--- src/sv/sha256_pkg.sv ---
`default_nettype none
package sha256_pkg;

  typedef enum logic [1:0] {
    SRC_IN,
    SRC_PEND,
    SRC_PAD,
    SRC_LEN
  } src_e;

  typedef struct packed {
    logic       push;
    src_e       src;
    logic       load;
    logic       round;
    logic [5:0] rnd;
    logic       ext;
    logic       fin;
    logic       emit;
  } cmd_t;

  typedef struct packed {
    logic full;
    logic pad_pending;
  } status_t;

  localparam logic [7:0] PadByte = 8'h80;
  localparam logic [5:0] LengthPos = 6'd56;

  localparam logic [31:0] RoundK [64] = '{
    32'h428a2f98, 32'h71374491, 32'hb5c0fbcf, 32'he9b5dba5,
    32'h3956c25b, 32'h59f111f1, 32'h923f82a4, 32'hab1c5ed5,
    32'hd807aa98, 32'h12835b01, 32'h243185be, 32'h550c7dc3,
    32'h72be5d74, 32'h80deb1fe, 32'h9bdc06a7, 32'hc19bf174,
    32'he49b69c1, 32'hefbe4786, 32'h0fc19dc6, 32'h240ca1cc,
    32'h2de92c6f, 32'h4a7484aa, 32'h5cb0a9dc, 32'h76f988da,
    32'h983e5152, 32'ha831c66d, 32'hb00327c8, 32'hbf597fc7,
    32'hc6e00bf3, 32'hd5a79147, 32'h06ca6351, 32'h14292967,
    32'h27b70a85, 32'h2e1b2138, 32'h4d2c6dfc, 32'h53380d13,
    32'h650a7354, 32'h766a0abb, 32'h81c2c92e, 32'h92722c85,
    32'ha2bfe8a1, 32'ha81a664b, 32'hc24b8b70, 32'hc76c51a3,
    32'hd192e819, 32'hd6990624, 32'hf40e3585, 32'h106aa070,
    32'h19a4c116, 32'h1e376c08, 32'h2748774c, 32'h34b0bcb5,
    32'h391c0cb3, 32'h4ed8aa4a, 32'h5b9cca4f, 32'h682e6ff3,
    32'h748f82ee, 32'h78a5636f, 32'h84c87814, 32'h8cc70208,
    32'h90befffa, 32'ha4506ceb, 32'hbef9a3f7, 32'hc67178f2
  };

  localparam logic [31:0] InitHash [8] = '{
    32'h6a09e667, 32'hbb67ae85, 32'h3c6ef372, 32'ha54ff53a,
    32'h510e527f, 32'h9b05688c, 32'h1f83d9ab, 32'h5be0cd19
  };

  function automatic logic [31:0] bsig0(input logic [31:0] x);
    return {x[1:0], x[31:2]} ^ {x[12:0], x[31:13]} ^ {x[21:0], x[31:22]};
  endfunction

  function automatic logic [31:0] bsig1(input logic [31:0] x);
    return {x[5:0], x[31:6]} ^ {x[10:0], x[31:11]} ^ {x[24:0], x[31:25]};
  endfunction

  function automatic logic [31:0] ssig0(input logic [31:0] x);
    return {x[6:0], x[31:7]} ^ {x[17:0], x[31:18]} ^ {3'b000, x[31:3]};
  endfunction

  function automatic logic [31:0] ssig1(input logic [31:0] x);
    return {x[16:0], x[31:17]} ^ {x[18:0], x[31:19]} ^ {10'b0, x[31:10]};
  endfunction

endpackage
`default_nettype wire

--- src/sv/sha256_ctrl.sv ---
`default_nettype none
module sha256_ctrl (
  input  wire                  clk_i,
  input  wire                  rst_ni,
  input  wire                  in_valid_i,
  output logic                 in_ready_o,
  input  wire                  last_word_i,
  output logic                 out_valid_o,
  input  wire                  out_ready_i,
  input  sha256_pkg::status_t  status_i,
  output sha256_pkg::cmd_t     cmd_o
);

  localparam logic [2:0] ST_IDLE  = 3'd0;
  localparam logic [2:0] ST_PEND  = 3'd1;
  localparam logic [2:0] ST_PAD   = 3'd2;
  localparam logic [2:0] ST_LEN   = 3'd3;
  localparam logic [2:0] ST_LOAD  = 3'd4;
  localparam logic [2:0] ST_ROUND = 3'd5;
  localparam logic [2:0] ST_FIN   = 3'd6;
  localparam logic [2:0] ST_DONE  = 3'd7;

  localparam logic [1:0] PH_DATA = 2'd0;
  localparam logic [1:0] PH_PAD  = 2'd1;
  localparam logic [1:0] PH_LEN  = 2'd2;

  logic [2:0] state_q, state_d;
  logic [1:0] phase_q, phase_d;
  logic [5:0] rnd_q, rnd_d;
  logic       last_q, last_d;
  logic       out_valid_q, out_valid_d;
  sha256_pkg::cmd_t cmd;

  always_comb begin
    state_d    = state_q;
    phase_d    = phase_q;
    rnd_d      = rnd_q;
    last_d     = last_q;
    in_ready_o = 1'b0;
    cmd        = '0;
    cmd.src    = sha256_pkg::SRC_IN;
    unique case (state_q)
      ST_IDLE: begin
        in_ready_o = 1'b1;
        if (in_valid_i) begin
          cmd.push = 1'b1;
          last_d   = last_word_i;
          if (status_i.full) begin
            phase_d = PH_DATA;
            state_d = ST_LOAD;
          end else if (last_word_i) begin
            state_d = ST_PAD;
          end
        end
      end
      ST_PEND: begin
        cmd.push = 1'b1;
        cmd.src  = sha256_pkg::SRC_PEND;
        state_d  = last_q ? ST_PAD : ST_IDLE;
      end
      ST_PAD: begin
        if (!status_i.pad_pending) begin
          state_d = ST_LEN;
        end else begin
          cmd.push = 1'b1;
          cmd.src  = sha256_pkg::SRC_PAD;
          if (status_i.full) begin
            phase_d = PH_PAD;
            state_d = ST_LOAD;
          end
        end
      end
      ST_LEN: begin
        cmd.push = 1'b1;
        cmd.src  = sha256_pkg::SRC_LEN;
        if (status_i.full) begin
          phase_d = PH_LEN;
          state_d = ST_LOAD;
        end
      end
      ST_LOAD: begin
        cmd.load = 1'b1;
        rnd_d    = '0;
        state_d  = ST_ROUND;
      end
      ST_ROUND: begin
        cmd.round = 1'b1;
        cmd.rnd   = rnd_q;
        cmd.ext   = rnd_q[5] | rnd_q[4];
        rnd_d     = rnd_q + 6'd1;
        if (rnd_q == 6'd63) begin
          state_d = ST_FIN;
        end
      end
      ST_FIN: begin
        cmd.fin = 1'b1;
        priority case (phase_q)
          PH_PAD:  state_d = ST_PAD;
          PH_LEN:  state_d = ST_DONE;
          default: state_d = ST_PEND;
        endcase
      end
      ST_DONE: begin
        if (!out_valid_q || out_ready_i) begin
          cmd.emit = 1'b1;
          state_d  = ST_IDLE;
        end
      end
      default: state_d = ST_IDLE;
    endcase
  end

  always_comb begin
    out_valid_d = out_valid_q;
    if (cmd.emit) begin
      out_valid_d = 1'b1;
    end else if (out_ready_i) begin
      out_valid_d = 1'b0;
    end
  end

  always_ff @(posedge clk_i or negedge rst_ni) begin
    if (!rst_ni) begin
      state_q     <= ST_IDLE;
      phase_q     <= PH_DATA;
      rnd_q       <= '0;
      last_q      <= 1'b0;
      out_valid_q <= 1'b0;
    end else begin
      state_q     <= state_d;
      phase_q     <= phase_d;
      rnd_q       <= rnd_d;
      last_q      <= last_d;
      out_valid_q <= out_valid_d;
    end
  end

  assign cmd_o       = cmd;
  assign out_valid_o = out_valid_q;

  a_round_end: assert property (@(posedge clk_i) disable iff (!rst_ni)
    (state_q == ST_ROUND && rnd_q == 6'd63) |=> state_q == ST_FIN)
    else $error("compression did not finish after the last round");

  a_emit_free: assert property (@(posedge clk_i) disable iff (!rst_ni)
    cmd.emit |-> (!out_valid_q || out_ready_i))
    else $error("digest overwrote an untaken result");

  a_valid_src: assert property (@(posedge clk_i) disable iff (!rst_ni)
    $rose(out_valid_q) |-> $past(cmd.emit))
    else $error("result valid without a digest");

  a_load_full: assert property (@(posedge clk_i) disable iff (!rst_ni)
    state_q == ST_LOAD |-> $past(status_i.full && cmd.push))
    else $error("compression started on a partial block");

endmodule
`default_nettype wire

--- src/sv/sha256_dp.sv ---
`default_nettype none
module sha256_dp (
  input  wire                  clk_i,
  input  wire                  rst_ni,
  input  wire  [31:0]          data_word_i,
  input  wire  [2:0]           valid_bytes_i,
  input  sha256_pkg::cmd_t     cmd_i,
  output sha256_pkg::status_t  status_o,
  output logic [63:0]          digest_part0_o,
  output logic [63:0]          digest_part1_o,
  output logic [63:0]          digest_part2_o,
  output logic [63:0]          digest_part3_o
);

  logic [5:0]   fill_q, fill_d;
  logic [63:0]  bits_q, bits_d;
  logic         pad_first_q, pad_first_d;
  logic [31:0]  hash_q [8];
  logic [31:0]  hash_d [8];
  logic [511:0] blk_q, blk_d;
  logic [31:0]  v_q [8];
  logic [31:0]  v_d [8];
  logic [31:0]  pend_word_q, pend_word_d;
  logic [2:0]   pend_cnt_q, pend_cnt_d;
  logic [63:0]  dig_q [4];
  logic [63:0]  dig_d [4];

  logic [2:0]  n_in;
  logic [6:0]  space;
  logic [5:0]  to_len;
  logic [2:0]  pad_cnt;
  logic [31:0] src_word;
  logic [2:0]  src_cnt;
  logic [2:0]  k;
  logic [6:0]  fill_sum;
  logic [31:0] w;
  logic [31:0] t1, t2;

  assign n_in   = (valid_bytes_i > 3'd4) ? 3'd4 : valid_bytes_i;
  assign space  = 7'd64 - {1'b0, fill_q};
  assign to_len = sha256_pkg::LengthPos - fill_q;

  always_comb begin
    if (fill_q < sha256_pkg::LengthPos && to_len < 6'd4) begin
      pad_cnt = to_len[2:0];
    end else begin
      pad_cnt = 3'd4;
    end
  end

  always_comb begin
    unique case (cmd_i.src)
      sha256_pkg::SRC_IN: begin
        src_word = data_word_i;
        src_cnt  = n_in;
      end
      sha256_pkg::SRC_PEND: begin
        src_word = pend_word_q;
        src_cnt  = pend_cnt_q;
      end
      sha256_pkg::SRC_PAD: begin
        src_word = pad_first_q ? {sha256_pkg::PadByte, 24'h0} : 32'h0;
        src_cnt  = pad_cnt;
      end
      default: begin
        src_word = fill_q[2] ? bits_q[31:0] : bits_q[63:32];
        src_cnt  = 3'd4;
      end
    endcase
  end

  assign k        = ({4'b0, src_cnt} <= space) ? src_cnt : space[2:0];
  assign fill_sum = {1'b0, fill_q} + {4'b0, k};

  assign status_o.full        = fill_sum[6];
  assign status_o.pad_pending = pad_first_q || (fill_q != sha256_pkg::LengthPos);

  // message schedule taken from the block shift line
  always_comb begin
    if (cmd_i.ext) begin
      w = sha256_pkg::ssig1(blk_q[63:32]) + blk_q[223:192]
        + sha256_pkg::ssig0(blk_q[479:448]) + blk_q[511:480];
    end else begin
      w = blk_q[511:480];
    end
  end

  assign t1 = v_q[7] + sha256_pkg::bsig1(v_q[4])
            + ((v_q[4] & v_q[5]) ^ (~v_q[4] & v_q[6]))
            + sha256_pkg::RoundK[cmd_i.rnd] + w;
  assign t2 = sha256_pkg::bsig0(v_q[0])
            + ((v_q[0] & v_q[1]) ^ (v_q[0] & v_q[2]) ^ (v_q[1] & v_q[2]));

  always_comb begin
    fill_d      = fill_q;
    bits_d      = bits_q;
    pad_first_d = pad_first_q;
    hash_d      = hash_q;
    blk_d       = blk_q;
    v_d         = v_q;
    pend_word_d = pend_word_q;
    pend_cnt_d  = pend_cnt_q;
    dig_d       = dig_q;

    if (cmd_i.push) begin
      fill_d = fill_sum[5:0];
      unique case (k)
        3'd1:    blk_d = {blk_q[503:0], src_word[31:24]};
        3'd2:    blk_d = {blk_q[495:0], src_word[31:16]};
        3'd3:    blk_d = {blk_q[487:0], src_word[31:8]};
        3'd4:    blk_d = {blk_q[479:0], src_word};
        default: blk_d = blk_q;
      endcase
      if (cmd_i.src == sha256_pkg::SRC_IN) begin
        bits_d      = bits_q + {58'b0, n_in, 3'b000};
        pend_word_d = data_word_i << {k, 3'b000};
        pend_cnt_d  = n_in - k;
        pad_first_d = 1'b1;
      end
      if (cmd_i.src == sha256_pkg::SRC_PAD) begin
        pad_first_d = 1'b0;
      end
    end

    if (cmd_i.load) begin
      v_d = hash_q;
    end

    if (cmd_i.round) begin
      blk_d  = {blk_q[479:0], w};
      v_d[7] = v_q[6];
      v_d[6] = v_q[5];
      v_d[5] = v_q[4];
      v_d[4] = v_q[3] + t1;
      v_d[3] = v_q[2];
      v_d[2] = v_q[1];
      v_d[1] = v_q[0];
      v_d[0] = t1 + t2;
    end

    if (cmd_i.fin) begin
      for (int i = 0; i < 8; i++) begin
        hash_d[i] = hash_q[i] + v_q[i];
      end
    end

    if (cmd_i.emit) begin
      for (int i = 0; i < 4; i++) begin
        dig_d[i] = {hash_q[2 * i], hash_q[2 * i + 1]};
      end
      hash_d = sha256_pkg::InitHash;
      fill_d = '0;
      bits_d = '0;
    end
  end

  always_ff @(posedge clk_i or negedge rst_ni) begin
    if (!rst_ni) begin
      fill_q      <= '0;
      bits_q      <= '0;
      pad_first_q <= 1'b0;
      hash_q      <= sha256_pkg::InitHash;
    end else begin
      fill_q      <= fill_d;
      bits_q      <= bits_d;
      pad_first_q <= pad_first_d;
      hash_q      <= hash_d;
    end
  end

  always_ff @(posedge clk_i) begin
    blk_q       <= blk_d;
    v_q         <= v_d;
    pend_word_q <= pend_word_d;
    pend_cnt_q  <= pend_cnt_d;
    dig_q       <= dig_d;
  end

  assign digest_part0_o = dig_q[0];
  assign digest_part1_o = dig_q[1];
  assign digest_part2_o = dig_q[2];
  assign digest_part3_o = dig_q[3];

endmodule
`default_nettype wire

--- src/sv/sha256_stream_hasher_top.sv ---
// SHA-256 over a stream of big-endian 32-bit words (first byte in bits 31..24,
// valid_bytes_i of them used, counts above four taken as four). A word marked
// last_word_i closes the message: the block pads it, hashes the final block or
// two and offers the 256-bit digest as four 64-bit parts, then starts a new
// message. Every completed 64-byte block goes through the single shared round
// unit (load, 64 rounds, chaining add), during which no request is accepted,
// and a block completed by a request is followed by a step that takes in the
// bytes of that request left over. Padding is pushed up to four bytes at a
// time, a step without a push hands over to the length, which is pushed as two
// 32-bit words, and the digest register is loaded after the last compression
// once the previous result is taken.
`default_nettype none
module sha256_stream_hasher_top (
  input  wire         clk_i,
  input  wire         rst_ni,
  input  wire         in_valid_i,
  output logic        in_ready_o,
  input  wire  [31:0] data_word_i,
  input  wire  [2:0]  valid_bytes_i,
  input  wire         last_word_i,
  output logic        out_valid_o,
  input  wire         out_ready_i,
  output logic [63:0] digest_part0_o,
  output logic [63:0] digest_part1_o,
  output logic [63:0] digest_part2_o,
  output logic [63:0] digest_part3_o
);

  sha256_pkg::cmd_t    cmd;
  sha256_pkg::status_t status;

  sha256_ctrl u_ctrl (
    .clk_i       (clk_i),
    .rst_ni      (rst_ni),
    .in_valid_i  (in_valid_i),
    .in_ready_o  (in_ready_o),
    .last_word_i (last_word_i),
    .out_valid_o (out_valid_o),
    .out_ready_i (out_ready_i),
    .status_i    (status),
    .cmd_o       (cmd)
  );

  sha256_dp u_dp (
    .clk_i          (clk_i),
    .rst_ni         (rst_ni),
    .data_word_i    (data_word_i),
    .valid_bytes_i  (valid_bytes_i),
    .cmd_i          (cmd),
    .status_o       (status),
    .digest_part0_o (digest_part0_o),
    .digest_part1_o (digest_part1_o),
    .digest_part2_o (digest_part2_o),
    .digest_part3_o (digest_part3_o)
  );

endmodule
`default_nettype wire
--- config.mk ---
export PLATFORM = sky130hd
export DESIGN_NAME = sha256_stream_hasher_top
export DESIGN_NICKNAME = d
export VERILOG_FILES = /design/src/sv/sha256_pkg.sv /design/src/sv/sha256_ctrl.sv /design/src/sv/sha256_dp.sv /design/src/sv/sha256_stream_hasher_top.sv
export SDC_FILE = /design/constraint.sdc
export NUM_CORES = 2
export LEC_CHECK = 0
export BUFFER_PORTS_ARGS = -buffer_cell sky130_fd_sc_hd__buf_4
export CORE_MARGIN = 2
export CORE_UTILIZATION = 60
export CTS_BUF_LIST = sky130_fd_sc_hd__clkbuf_4
export CTS_CLUSTER_DIAMETER = 200
export CTS_CLUSTER_SIZE = 10
export DETAILED_ROUTE_END_ITERATION = 16
export PLACE_DENSITY = 0.77
export SLEW_MARGIN = 20
export SYNTH_ARGS = -nofsm -noshare
export SYNTH_HDL_FRONTEND = slang
export SYNTH_HIERARCHICAL = 1
export SYNTH_SLANG_ARGS = --single-unit
--- constraint.sdc ---
create_clock -name clk_i -period 34.5 [get_ports clk_i]
set_clock_uncertainty 0.05 [all_clocks]
set_input_delay 5.175 -clock clk_i [delete_from_list [all_inputs] [get_ports clk_i]]
set_output_delay 5.175 -clock clk_i [all_outputs]
set_load 0.02 [all_outputs]
==> Yosys cells after proc, flatten, opt, wreduce, memory -nomap -nowiden <==
Memory sizes are Yosys's and may differ from the RTL's.
Index checks and enable logic that the tools add are counted.
{ "totals": {"regBits": 1399, "output_inout_bits": 258, "mem_count": 1, "rom_bits": 2048, "in_bits": 40, "wordCells": 183} }
{ "classes": {"n_shift": 1, "n_reduce_logical": 24, "n_lt_le_gt_ge": 5, "n_mux": 53, "n_eq_ne": 25, "n_addsub": 24, "n_bitwise": 19} }
{ "memory_table": {"columns": ["memory", "words", "width", "rd", "rd_clocked_by_memory_dff", "wr", "line_no", "text"], "rows": [
  ["(no name shown)", 64, 32, 1, 0, 0, "sha256_dp.sv:90", "+ sha256_pkg::RoundK[cmd_i.rnd] + w;"]
]} }
{ "op_table": {"columns": ["operator", "count"], "rows": [
  ["512-bit case mux with 4 select lines", 1],
  ["256-bit 2-to-1 mux", 4],
  ["512-bit 2-to-1 mux", 2],
  ["32-bit adder", 18],
  ["32-bit bitwise XOR", 9],
  ["64-bit 2-to-1 mux", 3],
  ["32-bit AND", 5],
  ["32-bit 2-to-1 mux", 5],
  ["32-bit case mux with 3 select lines", 1],
  ["64-bit by 6-bit adder with 64-bit output", 1],
  ["3-bit 2-to-1 mux", 11],
  ["32-bit inverter", 1],
  ["32-bit by 6-bit left shift with 32-bit output", 1],
  ["32-bit by 22-bit bitwise XOR with 32-bit output", 1],
  ["32-bit by 29-bit bitwise XOR with 32-bit output", 1],
  ["3-bit case mux with 8 select lines", 1],
  ["2-bit nonzero test", 8],
  ["3-bit == test (second input constant)", 5],
  ["3-bit by 2-bit == test with 1-bit output (second input constant)", 4],
  ["2-bit 2-to-1 mux", 6],
  ["6-bit 2-to-1 mux", 2],
  ["2-bit by 1-bit != test with 1-bit output (second input constant)", 6],
  ["2-bit case mux with 3 select lines", 2],
  ["6-bit case mux with 2 select lines", 1],
  ["other kinds (35)", 52]
]} }

==> Logic depth before layout (Yosys ltp) <==
{ "logic_depth": {"depth_word": 12, "depth_mapped": 48, "ltp_nobuf": 46} }

==> Modules after synthesis <==
Netlist, hierarchy kept.
{ "modules_own_cells": {"columns": ["mod", "area_per_inst_um2", "cells_per_inst", "seq_area_each_um2", "instances"], "rows": [
  ["sha256_dp", 93398.3, 10146, 40078.4, 1],
  ["sha256_ctrl", 878.3, 106, 325.3, 1]
]} }

==> Least setup slack after synthesis <==
No wires, ideal clock.
{ "synth_path": {"path_type": "input to register", "from": "input valid_bytes_i[2]", "to": "register u_dp.blk_q[0] (enable)", "arrival_time_ns": 17.830, "setup_time_ns": 0.879, "cell_stages": 15, "n_path_buf": 2, "slack_ns": 15.741, "path_cell_list": "nand2b_1 inv_1 mux2i_1 o21ai_0 ha_1 nor2b_1 o21a_1 o21ai_0 nor2_1 o31ai_1 buf_2 clkbuf_1 o21bai_1 nand2_1 a21o_1"} }
{ "synth_via": {"elab_chain_len": 8, "word_cells_on_any_way": 11, "classes_between": "order compare (2); eq/ne (4); mux (3); reduce/logical (2)"} }
{ "synth_rtl": {"columns": ["item", "line_no", "text"], "rows": [
  ["start: declaration", "sha256_stream_hasher_top.sv:19", "input wire [2:0] valid_bytes_i,"],
  ["3-bit > comparator", "sha256_dp.sv:39", "assign n_in = (valid_bytes_i > 3'd4) ? 3'd4 : valid_bytes_i;"],
  ["3-bit 2-to-1 mux *", "sha256_dp.sv:39", null],
  ["3-bit case mux with 3 select lines *", "sha256_dp.sv:52", "unique case (cmd_i.src)"],
  ["3-bit by 7-bit less-or-equal comparator with 1-bit output", "sha256_dp.sv:72", "assign k = ({4'b0, src_cnt} <= space) ? src_cnt : space[2:0];"],
  ["3-bit 2-to-1 mux *", "sha256_dp.sv:72", null],
  ["3-bit by 1-bit == test with 1-bit output, or another cell as far along", "sha256_dp.sv:107", "unique case (k)"],
  ["5-bit nonzero test (no source line) *", null, null],
  ["2-bit AND reduction (no source line) *", null, null],
  ["end signal: assignment", "sha256_dp.sv:172", "blk_q <= blk_d;"],
  ["end: declaration", "sha256_dp.sv:20", "logic [511:0] blk_q, blk_d;"]
]} }
Mark *: on every way between the ends. The rest lies on a longest branch, timed or not.
A chain may end at the register's enable or synchronous reset.

==> Final worst setup path <==
{ "layout_path": {"from": "input valid_bytes_i[2]", "to": "register u_dp.blk_q[89], data pin"} }
{ "layout_via": {"elab_chain_len": 9, "word_cells_on_any_way": 12, "classes_between": "order compare (2); eq/ne (4); mux (6)"} }
{ "layout_rtl": {"columns": ["item", "line_no", "text"], "rows": [
  ["3-bit > comparator", "sha256_dp.sv:39", null],
  ["3-bit 2-to-1 mux *", "sha256_dp.sv:39", null],
  ["3-bit case mux with 3 select lines *", "sha256_dp.sv:52", null],
  ["3-bit by 7-bit less-or-equal comparator with 1-bit output", "sha256_dp.sv:72", null],
  ["3-bit 2-to-1 mux *", "sha256_dp.sv:72", null],
  ["3-bit == test, or another cell as far along", "sha256_dp.sv:107", null],
  ["512-bit case mux with 4 select lines *", "sha256_dp.sv:107", null],
  ["512-bit 2-to-1 mux *", "sha256_dp.sv:105", "if (cmd_i.push) begin"],
  ["512-bit 2-to-1 mux *", "sha256_dp.sv:129", "if (cmd_i.round) begin"],
  ["named net u_dp.blk_d[89]", "sha256_dp.sv:20", null]
]} }
Mark *: on every way through the listed nets, which the timed path passes. The rest lies on a longest branch. The select of a mux whose other input is x is not followed.

==> impl_metrics.yaml <==
timing:
  fmax_ghz: 0.0781
  fin_crit_sh_pct: 37.1
  tightestPinTransition_ns: 1.23
  hold_slack_ns: 0.466
  slew_headroom_pct: 15.4
  setup_tns_ns: 0
  final-hold-violation-count: 0
  rsz0062_at_grt: "no"
  finalCriticalPeriod_ns: 12.80
  report.final.slew_viol_count: 0
  final-setup-viol-count: 0
synthesis:
  postSynth.asyncResetShare_pct: 24.1
  synthCells: 10252
  synth_edf_count: 1059
  ys_seq_area_share_pct: 42.9
  yosysTopAreaCell: "edfxtp_1"
  synthFlopType: "edfxtp_1"
  synth.distinct_cells: 98
  yosys_warnings: 6
  synth_top_cell_area_share_pct: 33.7
  syn-mean-instance-area_sq_um: 9.20
  synth-seq-cells: 1396
  syn-cell-area_sq_um: 94300
  syn_nets: 10894
  synthTopCellsByArea: "edfxtp_1 34%, a21oi_1 7.8%, nand2_1 7.1%"
outcome:
  outcome: "complete, no violations"
global_routing:
  grt_util_all_layers_pct: 35.9
  grt_start_max_net_pins: 209
  grt_pass1_vias: 72027
  grt_pass1_wl_mm: 444
  antenna_found_initial: 8
  globalRouteOverflowTotal: 0
worst_hold_path:
  min-delay-start: "u_dp/hash_q[196]"
  hp-class: "reg -> reg"
  hold_end: "u_dp/digest_part0_o[4]"
  holdPathStages: 0
cts:
  cts_setup_buffers: 0
  cts_sinks: 1396
  clk_latency_ns: 1.35
  cts.path.max_buffers: 3
  cts_tree: "yes"
  numCtsBuffers: 157
  ctsResizeCount: 0
  clkSlewWorstSetupHoldPaths_ns: 0.11
  htree_levels: 4
  cts-root-buf: "clkbuf_4"
  cts_hold_buf: 0
floorplan:
  chipWidth_um: 400
  start_util_pct: 60.4
  rows: 145
  io_pins: 298
  die-area_sq_um: 160000
  dieHeight_um: 400
  core-area_sq_um: 156000
drt:
  drt_iter0_drc: 10106
  postRouteAntennaNets: 0
  routed_wl_mm: 296
  drc_errors: 0
  viasPerCell: 6.35
  vias: 78287
  routedWlPerCell_um: 24.0
  firstDrtPassIters: 8
layout:
  nNetsFinal: 10803
  ff_latch_area_sq_um: 40400
  utilization_pct: 63.8
  nFillCells: 13051
  drive_above_1_share_pct: 11.4
  multi_input_area_sq_um: 49500
  area_delta_synth_final_pct: 5.65
setup_path:
  worst-endpoint-arrival_ns: 13.68
  rr_endpoint: "u_dp/v_q[254]"
  reg2reg_depth: 41
  rr_startpoint: "u_dp/blk_q[50]"
  cp-start-kind: "input pin"
  cp_max_fo: 206
  critPathKind: "in -> reg"
  crit_path_end_kind: "register"
  regToRegSetupSlack_ns: 21.77
  crit_required_ns: 35.38
job:
  maxCapViolations: 0
placed_design:
  port_buffers: 297
  dp_hpwl_mm: 211
  gp_congestion: 0.995
==> stage by stage <==
step / worst slack (ns) / cells / cell area [sq um]
6_report: 21.70 / 12336 / 99600
3_3_place_gp: 20.46 / 12060 / 97500
2_1_floorplan: 15.74 / 10252 / 94300
5_1_grt: 21.04 / 12334 / 99600
4_1_cts: 21.60 / 12328 / 99500
3_5_place_dp: 20.23 / 12060 / 97500
==> kinds of logic (layout without fill, tap and decap cells) <==
kind of cell	Yosys count	in the layout	synth area share, %
adders and majority gates	606	606	9.62
DFF	1396	1396	42.9
and+or+nand+nor	2900	2900	12.8
AOI/OAI and AO/OA	3120	3120	18.8
buffers and inverters	1155	1173	4.78
other	0	8	0
muxes	451	451	5.30
xor gates and xnor gates	624	624	5.80
==> layout make-up <==
| cell class | instances | area share, % |
|---|---|---|
| inverters | 499 | 1.89 |
| repair buffers | 406 | 3.17 |
| multi-input cells | 7701 | 49.7 |
| clock buffers | 253 | 1.91 |
| flip-flops and latches | 1396 | 40.6 |
| clock inverters | 15 | 0.139 |
| diodes | 8 | 0.0201 |
| well taps | 2058 | 2.59 |
==> worst max-delay path: stages <==
cell and delay [ns]:
buf_4 0.11, nand2b_1 0.14, inv_1 0.09, mux2i_1 0.28, o21ai_0 0.13, ha_1 0.33
nor2b_1 0.13, o21a_1 0.16, o21ai_0 0.18, nor2_1 0.17, or2_1 0.29, a2bb2oi_4 0.17
buf_12 0.48, nand3b_4 0.56, nand2_4 0.76, buf_4 0.75, buf_4 0.76, buf_4 0.74
buf_4 0.87, buf_6 0.70, o21ai_0 0.24
==> how the worst max path moves through the flow <==
stage	from	end	slack [ns]	cells after the start
global route	valid_bytes_i[2]	u_dp/blk_q[266]	21.04	21
detailed placement	valid_bytes_i[2]	u_dp/blk_q[328]	20.23	21
CTS	valid_bytes_i[2]	u_dp/blk_q[89]	21.60	21
global placement	valid_bytes_i[2]	u_dp/blk_q[157]	20.46	21
finish	valid_bytes_i[2]	u_dp/blk_q[89]	21.70	21
floorplan	valid_bytes_i[2]	u_dp/blk_q[0]	15.74	15
==> flip-flops by register name, indices dropped and copies added (netlist names) <==
signal               count
u_dp/pad_first_q         1
u_dp/pend_cnt_q          3
u_ctrl/state_q           3
u_dp/hash_q            256
u_ctrl/rnd_q             6
u_dp/digest_part1_o     64
u_dp/digest_part3_o     64
u_ctrl/last_q            1
u_dp/digest_part0_o     64
u_dp/digest_part2_o     64
u_dp/bits_q             61
u_dp/pend_word_q        32
u_dp/v_q               256
u_dp/blk_q             512
u_ctrl/phase_q           2
u_ctrl/out_valid_o       1
u_dp/fill_q              6
==> per-layer routing <==
layer / track usage [%] / wire length [um] / share of wire [%]
met1: 52.0 / 124000 / 42
met2: 52.2 / 127000 / 43
met3: 8.69 / 32400 / 11
met4: 13.6 / 12500 / 4.2
met5: 0 / 92 / 0.031
==> synthesized netlist by cell type, types with 199 or more instances <==
master and number:
fa_1 199, ha_1 403, inv_1 493, a21oi_1 1473
edfxtp_1 1059, mux2_2 275, dfrtp_1 201, clkbuf_1 500
xor2_1 243, nand2_1 1792, nor2_1 583, o21ai_0 879
xnor2_1 381, a21o_1 199
==> cells in the final DEF, fill, tap and decap left out, types with 48 or more instances in the layout <==
master and n:
a211oi_1 93, a21o_1 198, a21oi_1 1473, buf_4 395, clkbuf_4 253, dfrtp_1 201
dfstp_2 136, edfxtp_1 1059, fa_1 199, ha_1 403, inv_1 492, mux2_2 275
mux2i_1 161, nand2_1 1791, nand2b_1 66, nand3_1 109, nor2_1 577, nor2b_1 63
nor3_1 73, o211ai_1 48, o21a_1 48, o21ai_0 877, o21bai_1 53, xnor2_1 377
xor2_1 243
Power is not shown: default switching activity piles up to over one toggle a cycle in this logic, so the estimate is an artifact.
